**src/rtl/tcw_pkg.sv**
```systemverilog
// ----------------------------------------------------------------------------
// tcw_pkg
// Shared types and constants for the text console writer.
// ----------------------------------------------------------------------------
package tcw_pkg;

    // default screen geometry
    localparam int COLUMNS_DEF = 80;
    localparam int ROWS_DEF    = 25;

    // fixed field widths
    localparam int CMD_W         = 2;
    localparam int CHAR_W        = 8;
    localparam int ATTR_W        = 8;
    localparam int COLUMN_W      = 7;
    localparam int LINE_W        = 5;
    localparam int CURSOR_CELL_W = 11;
    localparam int CELL_W        = CHAR_W + ATTR_W;

    // character codes
    localparam logic [CHAR_W-1:0] NEWLINE_CODE = 8'd10;
    localparam logic [CHAR_W-1:0] SPACE_CODE   = 8'd32;

    // register reset value
    localparam logic [ATTR_W-1:0] DEFAULT_ATTR_RESET = 8'd15;

    // command codes
    typedef enum logic [CMD_W-1:0] {
        CMD_WRITE = 2'd0,
        CMD_CLEAR = 2'd1,
        CMD_READ  = 2'd2,
        CMD_NOP   = 2'd3
    } cmd_t;

endpackage

```
**src/rtl/tcw_place_unit.sv**
```systemverilog
// ----------------------------------------------------------------------------
// tcw_place_unit
// Shared cell index unit: row times columns plus column, registered.
// ----------------------------------------------------------------------------
module tcw_place_unit #(
    parameter int COLUMNS = tcw_pkg::COLUMNS_DEF,
    parameter int ROWS    = tcw_pkg::ROWS_DEF,
    parameter int ROW_W   = $clog2(ROWS),
    parameter int COL_W   = $clog2(COLUMNS),
    parameter int POS_W   = $clog2(COLUMNS * ROWS)
) (
    input  logic             clk,
    input  logic [ROW_W-1:0] row,
    input  logic [COL_W-1:0] col,
    output logic [POS_W-1:0] place
);

    logic [POS_W-1:0] place_reg;
    logic [POS_W-1:0] place_next;

    // multiply-add against the fixed row pitch
    assign place_next = POS_W'(row) * POS_W'(COLUMNS) + POS_W'(col);

    always_ff @(posedge clk)
    begin
        place_reg <= place_next;
    end

    assign place = place_reg;

endmodule

```
**config.mk**
```make
export PLATFORM = sky130hd
export DESIGN_NAME = tcw_place_unit
export DESIGN_NICKNAME = d
export VERILOG_FILES = /design/src/rtl/tcw_pkg.sv /design/src/rtl/tcw_place_unit.sv
export SDC_FILE = /design/constraint.sdc
export NUM_CORES = 1
export LEC_CHECK = 0
export ABC_CLOCK_PERIOD_IN_PS = 2900
export BUFFER_PORTS_ARGS = -buffer_cell sky130_fd_sc_hd__buf_2
export CAP_MARGIN = 30
export CORE_AREA = 10 10 47 49
export DETAILED_ROUTE_END_ITERATION = 16
export DIE_AREA = 0 0 57 59
export GPL_TIMING_DRIVEN = 0
export PLACE_DENSITY = 0.66
export SETUP_SLACK_MARGIN = 0.1
export SYNTH_ARGS = -nofsm -noshare
export SYNTH_HDL_FRONTEND = slang
export SYNTH_SLANG_ARGS = --single-unit
export TNS_END_PERCENT = 50
```
**constraint.sdc**
```tcl
create_clock -name clk -period 2.9 [get_ports clk]
set_input_delay 0 -clock clk [delete_from_list [all_inputs] [get_ports clk]]
set_output_delay 0 -clock clk [all_outputs]
set_load 0.01 [all_outputs]
```
=== Yosys cells after proc, flatten, opt, wreduce, memory -nomap -nowiden ===
Cells that the tools add are included.

* Input bits: 13
* Logic and storage cells: 3
* Flip-flop bits (word level): 11

* $add $sub $neg: 1
* $mul: 1

{| class="wikitable"
|+ Operators by type and width
! kind !! count
|-
| 11-bit by 7-bit adder with 11-bit output || 1
|-
| 5-bit by 3-bit multiplier with 7-bit output, second input constant || 1
|}

=== Logic depth before layout (Yosys ltp) ===
Gate-level depths: netlist (run 1).

* Depth in word-level cells: 2
* Gate-level depth with buffers: 7
* Mapped depth without buffers: 7

=== Worst setup path after synthesis (run 1) ===
No wires, ideal clock.

* Path type: input to register
* From: in row[1]
* To: reg place_reg[10] (netlist: place[10])
* Arrival time: 1.490 ns
* Buffers on the path: 0
* Path slack: 1.338 ns
* Stages on the path: 7
* Path through: ha_1 ha_1 fa_1 xor2_1 nand4_1 xnor2_1 xnor2_1

* Longest elaborated chain between the ends: 2

{| class="wikitable"
|+ RTL lines
! element !! line !! text
|-
| start: declaration || tcw_place_unit.sv:13 || <nowiki>input logic [ROW_W-1:0] row,</nowiki>
|-
| 5-bit by 3-bit multiplier with 7-bit output || tcw_place_unit.sv:22 || <nowiki>assign place_next = POS_W'(row) * POS_W'(COLUMNS) + POS_W'(col);</nowiki>
|-
| 11-bit by 7-bit adder with 11-bit output || tcw_place_unit.sv:22 ||
|-
| named net place_next[10] || tcw_place_unit.sv:19 || <nowiki>logic [POS_W-1:0] place_next;</nowiki>
|-
| end signal: assignment || tcw_place_unit.sv:26 || <nowiki>place_reg <= place_next;</nowiki>
|-
| end: declaration || tcw_place_unit.sv:18 || <nowiki>logic [POS_W-1:0] place_reg;</nowiki>
|}

The timed path passes the listed nets, and every way through them passes these cells.

=== Worst setup path after layout (run 1) ===
* From: in row[4]
* To: reg place_reg[10] (netlist: place[10])

Same word-level chain as after synthesis.

==> results.ini, run 1 <==
[outcome]
status=complete, no violations

[clock_tree]
numCtsBuffers=3
h-tree-depth=1
cts.sinks=11
cts_tree=done
cts-root-buf=clkbuf_4
clockBufferDepth=2
clk_transition_reported_paths_ns=0.07

[sta]
setup_viol=0
fin_crit_sh_pct=66.7
tns_ns=0
min_period_ns=1.93
drv_slew=0
timing.fmax_mhz=517
timing.slew.headroom_pct=84.4
rsz0062_at_grt=false
setup_ws_ns=0.965
tightest_slew_ns=0.233
hold_viol=0
holdWs_ns=0.0384

[global_routing]
grt_pass1_vias=446
grt_antenna_before_repair=0
grt_pass1_wl_mm=1.81
grt_max_degree=7
grt_overflow=0
grt.total_usage_pct=6.90

[die]
initial_utilization_pct=34.6
die_y_microns=59
row_count=14
io_pins=24
fp.dieW_microns=57
die_area_sq_um=3360
coreArea_sq_um=1400

[logic_synthesis]
ys_seq_area_share_pct=45.5
ys.flop_type=dfxtp_1
synthTopCellsByCount=11 x dfxtp_1, 9 x ha_1, 4 x xnor2_1
synth-xor-area-share_pct=12.7
ys_types=10
syn_area_sq_um=484
ys_async_sr_fraction_pct=0
synth_compound_area_share_pct=6.72
synthTopCellsByArea=dfxtp_1 45%, ha_1 23%, fa_1 8.3%
yosysMostFrequentCell=dfxtp_1
yosys.area_share.simple_pct=3.62
synth_nets=62
synthCells=38
yosysWarnings=0
ys_ff_latch=11
synthMuxAreaShare_pct=0
synth.avg_cell_area_sq_um=12.7
synth_top_family_by_area=adder cells
synth_edf_count=0
synthAdderAreaFrac_pct=31.5
synth.top_cell.area_share_pct=45.5
yosys.area.top_type=dfxtp_1

[power_and_ir_drop]
p_clk_share_pct=25.0
power_density_nw_per_um2=556
peakVddDrop_mv=0.175
leakage_nw=0.376
internal_power_mw=0.290
total_power_mw=0.398
p_seq_share_pct=45.7
combinationalPowerShare_pct=29.3
p_switching_mw=0.109
switching_share_pct=27.3

[layout]
fin_util_pct=51.1
drive_gt1_share_pct=36.1
diodes=0
area_growth_pct=47.8
largest_reg_flops=11
postLayoutCellArea_sq_um=716
fin_nets=97
fin_cells=88

[place]
placedCellCount=77
place_congestion=0.666
io_buffers=23
dp_slack_ns=1.06
dpl-instance-area_sq_um=619

[job]
maxCapViolCount=0

[setup_path]
end_kind=flop
worst-setup-path-type=input port to flop
cp-startpoint=row[4]
path_max_fanout=2
worstPathArrival_ns=2.13
required_ns=3.09
critPathLaunchType=input port

[drt]
wl_mm=1.07
drc=0
drt_iter0_drc=1
routed_via_density=4.28
first_pass_iters=4
dr_total_vias=377
antenna_left=0
drt-wirelength-per-cell_microns=12.1

[min_path]
hold_depth=2
min_from=col[5]
holdPathEnd=place[5]
holdCritPathClass=input port to flop

## worst max path at each step
stage	depth (start not counted)	to	slack [ns]
6_report	8	place[10]	0.97
5_1_grt	8	place[10]	0.79
4_1_cts	8	place[10]	0.95
3_5_place_dp	8	place[10]	1.06
3_3_place_gp	8	place[10]	1.10
2_1_floorplan	7	place[10]	1.34
## cell type report
| class | instances | area (sq um) |
|---|---|---|
| fill | 144 | 686 |
| multi-input combinational | 27 | 264 |
| sequential | 11 | 220 |
| timing repair buffer | 30 | 185 |
| clock buffer | 4 | 26.3 |
| tap | 16 | 20.0 |
## kinds of logic after synthesis
group / count (synthesis)
AND/OR/NAND/NOR: 4
flip-flops: 11
XOR/XNOR: 7
adder cells (fa/ha/maj): 11
AO/OA/AOI/OAI: 5
## critical path, stage by stage
cell and delay, ns:
dlygate4sd3_1 0.53, buf_2 0.13, ha_1 0.31, fa_1 0.44, xor2_1 0.23, nand4_1 0.15, xnor2_1 0.21, xnor2_1 0.13
## power groups by stage
stage / logic [mW] / registers (mW) / clock network, mW
floorplan: 0.0502 / 0.201 / 0
global placement: 0.108 / 0.185 / 0
detailed placement: 0.110 / 0.185 / 0
CTS: 0.120 / 0.182 / 0.106
global route: 0.132 / 0.184 / 0.113
finish: 0.117 / 0.182 / 0.0995
## what timing repair did
| action | in CTS | in global routing |
|---|---|---|
| buffers inserted | 0 | 0 |
| endpoints found under the hold margin | 6 | 0 |
| hold buffers | 7 | 0 |
| resized for setup | 0 | 0 |
## cells in the final DEF, fill, tap and decap left out
| cell type | synthesis | final |
|---|---|---|
| a21oi_1 | 2 | 2 |
| nor2_1 | 1 | 1 |
| clkbuf_1 | 0 | 1 |
| ha_1 | 9 | 9 |
| xor2_1 | 3 | 3 |
| dlygate4sd3_1 | 0 | 7 |
| nand4_1 | 1 | 1 |
| dfxtp_1 | 11 | 11 |
| clkbuf_4 | 0 | 3 |
| nand2_1 | 2 | 2 |
| buf_2 | 0 | 23 |
| xnor2_1 | 4 | 4 |
| a21o_1 | 3 | 3 |
| fa_1 | 2 | 2 |
## metal layers
metal | vias up | GRT usage [%] | share of wire, %
li1 | 198 | - | -
met2 | 16 | 11.5 | 49
met1 | 161 | 6.48 | 39
met4 | 0 | 5.03 | 0.65
met5 | - | 0 | 0
met3 | 2 | 3.43 | 11
Note: power is estimated with default switching activity, not from simulation.
==> run 2, diff against run 1 <==
Settings changed: ABC_CLOCK_PERIOD_IN_PS 2900 to 1700, PLACE_DENSITY 0.66 to 0.68.
Clock period 2.9 ns to 1.7 ns, I/O delays scaled along.
==> results.ini, run 2 (synthesized netlist as in run 1, its figures left out) <==
[clock_tree]
clk_transition_reported_paths_ns=0.06  ; was 0.07 ns
numCtsBuffers=3  ; unchanged
h-tree-depth=1  ; unchanged
clockBufferDepth=2  ; unchanged
cts.sinks=11  ; unchanged
cts-root-buf=clkbuf_4  ; unchanged
cts_tree=done  ; unchanged

[die]
die_area_sq_um=3360  ; unchanged
io_pins=24  ; unchanged
fp.dieW_microns=57  ; unchanged
row_count=14  ; unchanged
coreArea_sq_um=1400  ; unchanged
initial_utilization_pct=34.6  ; unchanged
die_y_microns=59  ; unchanged

[place]
dp_hpwl_microns=828
placedCellCount=77  ; unchanged
dpl-instance-area_sq_um=619  ; unchanged
io_buffers=23  ; unchanged
dp_slack_ns=-0.112  ; was 1.06 ns
place_congestion=0.687  ; was 0.666

[drt]
drt_iter0_drc=0  ; was 1
routed_via_density=4.32  ; was 4.28
drt-wirelength-per-cell_microns=11.0  ; was 12.1 microns
drc=0  ; unchanged
dr_total_vias=376  ; was 377
antenna_left=0  ; unchanged
wl_microns=954  ; was 1.07 mm
first_pass_iters=1  ; was 4

[setup_path]
path_max_fanout=3  ; was 2
path_cells=buf_2, ha_1, ha_1, fa_1, xor2_2, nand4_1, xnor2_1, xnor2_1  ; was dlygate4sd3_1, buf_2, ha_1, fa_1, xor2_1, nand4_1, xnor2_1, xnor2_1
critPathLaunchType=input port  ; unchanged
worst-setup-path-type=input port to flop  ; unchanged
worstPathArrival_ns=1.68  ; was 2.13 ns
required_ns=1.89  ; was 3.09 ns
cpPeakStageDelay_ns=0.41  ; was 0.53 ns
end_kind=flop  ; unchanged
crit_slowest_cell=fa_1  ; was dlygate4sd3_1

[min_path]
holdCritPathClass=input port to flop  ; unchanged

[layout]
postLayoutCellArea_sq_um=713  ; was 716 sq um
fin_cells=87  ; was 88
final_cell_mix=23 x buf_2, 11 x dfxtp_1, 9 x ha_1  ; unchanged
area_growth_pct=47.3  ; was 47.8%
drive_gt1_share_pct=38.0  ; was 36.1%
largest_reg_flops=11  ; unchanged
n_fill_cell=133  ; was 144
layout_commonest_cell=buf_2  ; unchanged
fin_nets=96  ; was 97
diodes=0  ; unchanged

[sta]
setup_ws_ns=0.209  ; was 0.965 ns
drv_slew=0  ; unchanged
tightest_slew_ns=0.223  ; was 0.233 ns
hold_viol=0  ; unchanged
timing.slew.headroom_pct=85.1  ; was 84.4%
fin_crit_sh_pct=87.7
timing.fmax_mhz=671
tns_ns=0  ; unchanged
setup_viol=0  ; unchanged
min_period_ns=1.49
rsz0062_at_grt=false  ; unchanged
holdWs_ns=0.0212  ; was 0.0384 ns

[global_routing]
grt_antenna_before_repair=0  ; unchanged
grt_pass1_vias=406  ; was 446
grt_pass1_wl_mm=1.66  ; was 1.81 mm
grt.total_usage_pct=6.11  ; was 6.90%
grt_overflow=0  ; unchanged
grt_max_degree=7  ; unchanged

[outcome]
status=complete, no violations  ; unchanged

[power_and_ir_drop]
power_density_nw_per_um2=946  ; was 556 nW/um^2
peakVddDrop_mv=0.401  ; was 0.175 mV
leakage_nw=0.373  ; was 0.376 nW

[job]
maxCapViolCount=0  ; unchanged

-- run 2: cell count changes in the layout (fill, tap and decap cells not counted), sizes merged --
cell	delta
dlygate4sd3	-1
-- run 2: cell type report --
| type | count | area, sq um | share of cell area [%] |
|---|---|---|---|
| tap | 16 | 20.0 | 2.81 |
| multi-input combinational | 27 | 272 | 38.1 |
| sequential | 11 | 220 | 30.9 |
| timing repair buffer | 29 | 175 | 24.6 |
| clock buffer | 4 | 26.3 | 3.68 |
-- run 2: where the power goes --
group | switching [mW] | internal, mW | total [mW]
combinational | 0.0971 | 0.101 | 0.198
clock | 0.0745 | 0.0905 | 0.165
sequential | 0.00934 | 0.302 | 0.312
total | 0.181 | 0.494 | 0.675
-- run 2: path summary, 6_finish.rpt --
kind,from,endpoint,slack (ns),cells after the start
max,row[1],place[10],0.21,8
min,col[5],place[5],0.02,2
-- run 2: critical path, delay by kind of cell --
family,cells,cell delay [ns]
buffers and inverters,1,0.13
AND/OR/NAND/NOR,1,0.13
adder cells (fa/ha/maj),3,0.93
XOR/XNOR,3,0.50
-- run 2: routing by layer --
| layer | share of wire [%] | global-route usage, % |
|---|---|---|
| met1 | 45 | 6.23 |
| met3 | 13 | 3.43 |
| met4 | 0.42 | 4.03 |
| met2 | 41 | 9.46 |
| met5 | 0 | 0 |
-- run 2: stage by stage --
stage | util, % | total power [mW]
after floorplan | - | 0.429
after global placement | 44.2 | 0.501
after detailed placement | 44.2 | 0.504
after CTS | 50.4 | 0.689
after global routing | 50.9 | 0.732
final | 50.9 | 0.675
-- run 2: repair_timing --
item / CTS / global route
hold endpoints to repair: 6 / 0
resized for setup: 0 / 1
hold buffers: 6 / 0
setup endpoints to repair: 0 / 1
setup buffers: 0 / 0
==> run 3, diff against run 2 <==
Settings changed: BUFFER_PORTS_ARGS -buffer_cell sky130_fd_sc_hd__buf_2 to -buffer_cell sky130_fd_sc_hd__buf_4, CTS_BUF_LIST set to sky130_fd_sc_hd__clkbuf_8.
==> results.ini, run 3 (synthesized netlist as in run 1, its figures left out) <==
[outcome]
status=complete, no violations  ; unchanged

[sta]
holdWs_ns=0.0345  ; was 0.0212 ns
min_period_ns=1.46  ; was 1.49 ns
setup_ws_ns=0.237  ; was 0.209 ns
drv_slew=0  ; unchanged
tightest_slew_ns=0.204  ; was 0.223 ns
hold_viol=0  ; unchanged
tns_ns=0  ; unchanged
rsz0062_at_grt=false  ; unchanged
setup_viol=0  ; unchanged
timing.slew.headroom_pct=86.4  ; was 85.1%
fin_crit_sh_pct=86.1  ; was 87.7%
timing.fmax_mhz=683  ; was 671 MHz

[die]
die_area_sq_um=3360  ; unchanged
io_pins=24  ; unchanged
die_y_microns=59  ; unchanged
coreArea_sq_um=1400  ; unchanged
row_count=14  ; unchanged
initial_utilization_pct=34.6  ; unchanged
fp.dieW_microns=57  ; unchanged

[power_and_ir_drop]
peakVddDrop_mv=0.400  ; was 0.401 mV
leakage_nw=0.402  ; was 0.373 nW
power_density_nw_per_um2=1000  ; was 946 nW/um^2

[layout]
area_growth_pct=64.1  ; was 47.3%
final_cell_mix=23 x buf_4, 11 x dfxtp_1, 8 x ha_1  ; was 23 x buf_2, 11 x dfxtp_1, 9 x ha_1
n_fill_cell=133  ; unchanged
drive_gt1_share_pct=40.8  ; was 38.0%
largest_reg_flops=11  ; unchanged
multi_input_area_sq_um=277  ; was 272 sq um
fin_nets=96  ; unchanged
diodes=0  ; unchanged
layout_commonest_cell=buf_4  ; was buf_2
ff_latch_area_sq_um=220  ; unchanged

[place]
place_congestion=0.694  ; was 0.687
dp_slack_ns=-0.0970  ; was -0.112 ns
dp_hpwl_microns=875  ; was 828 microns
io_buffers=23  ; unchanged

[drt]
drt_iter0_drc=1  ; was 0
routed_via_density=4.28  ; was 4.32
drt-wirelength-per-cell_microns=12.9  ; was 11.0 microns
first_pass_iters=4  ; was 1
drc=0  ; unchanged
dr_total_vias=372  ; was 376
antenna_left=0  ; unchanged
wl_mm=1.12  ; was 954 microns

[setup_path]
worstPathArrival_ns=1.62  ; was 1.68 ns
path_max_fanout=3  ; unchanged
crit_path_frequent_cell=xnor2_1
worst-setup-path-type=input port to flop  ; unchanged
cpPeakStageDelay_ns=0.36  ; was 0.41 ns
path_cells=buf_4, ha_1, ha_2, fa_2, xor2_2, nand4_1, xnor2_1, xnor2_1  ; was buf_2, ha_1, ha_1, fa_1, xor2_2, nand4_1, xnor2_1, xnor2_1
crit_slowest_cell=fa_2  ; was fa_1
critPathLaunchType=input port  ; unchanged
end_kind=flop  ; unchanged
required_ns=1.86  ; was 1.89 ns

[clock_tree]
h-tree-depth=1  ; unchanged
cts-root-buf=clkbuf_8  ; was clkbuf_4
cts_tree=done  ; unchanged
cts.sinks=11  ; unchanged
clk_transition_reported_paths_ns=0.05  ; was 0.06 ns
numCtsBuffers=3  ; unchanged
clockBufferDepth=2  ; unchanged

[global_routing]
grt_max_degree=7  ; unchanged
grt_pass1_wl_mm=1.81  ; was 1.66 mm
grt_antenna_before_repair=0  ; unchanged
grt_pass1_vias=410  ; was 406
grt_overflow=0  ; unchanged
grt.total_usage_pct=6.82  ; was 6.11%

[job]
maxCapViolCount=0  ; unchanged

[min_path]
holdCritPathClass=input port to flop  ; unchanged

run 3: layout make-up:
class | instances | area share, %
flip-flops and latches | 11 | 27.7
multi-input cells | 27 | 34.8
repair buffers | 29 | 29.3
well taps | 16 | 2.52
clock buffers | 3 | 5.20
clock inverters | 1 | 0.472
run 3: report_power, final:
group	total (mW)	internal, mW	switching (mW)
sequential	0.314	0.303	0.0103
combinational	0.235	0.134	0.101
clock	0.246	0.158	0.0882
run 3: metrics by stage:
step	total power [mW]	cells	utilization [%]	instance area, sq um
after floorplan	0.429	38	-	484
after global placement	0.535	77	48.3	677
after detailed placement	0.538	77	48.3	677
after CTS	0.803	87	55.8	782
after global routing	0.850	87	56.7	795
final	0.794	87	56.7	795
run 3: timing repair:
action	4_1_cts	5_1_grt
hold buffers	6	0
resized for setup	0	3
hold endpoints to repair	6	0
endpoints found under the setup margin	0	1
buffers inserted	0	0
run 3: metal layers:
| metal | part of all wire [%] | GRT usage (%) | up-vias |
|---|---|---|---|
| li1 | - | - | 194 |
| met1 | 43 | 6.74 | 158 |
| met2 | 47 | 11.5 | 18 |
| met3 | 9.9 | 3.22 | 2 |
| met4 | 0.36 | 4.03 | 0 |
| met5 | 0 | 0 | - |
run 3: worst paths after layout:
| check | from | endpoint | slack (ns) | cells past startpoint |
|---|---|---|---|---|
| max | row[1] | place[10] | 0.24 | 8 |
| min | col[5] | place[5] | 0.03 | 2 |
run 3: critical path, delay by kind of cell:
kind	cells	cell delay (ns)
adder cells (fa/ha/maj)	3	0.85
XOR/XNOR	3	0.52
buffers and inverters	1	0.13
AND/OR/NAND/NOR	1	0.12
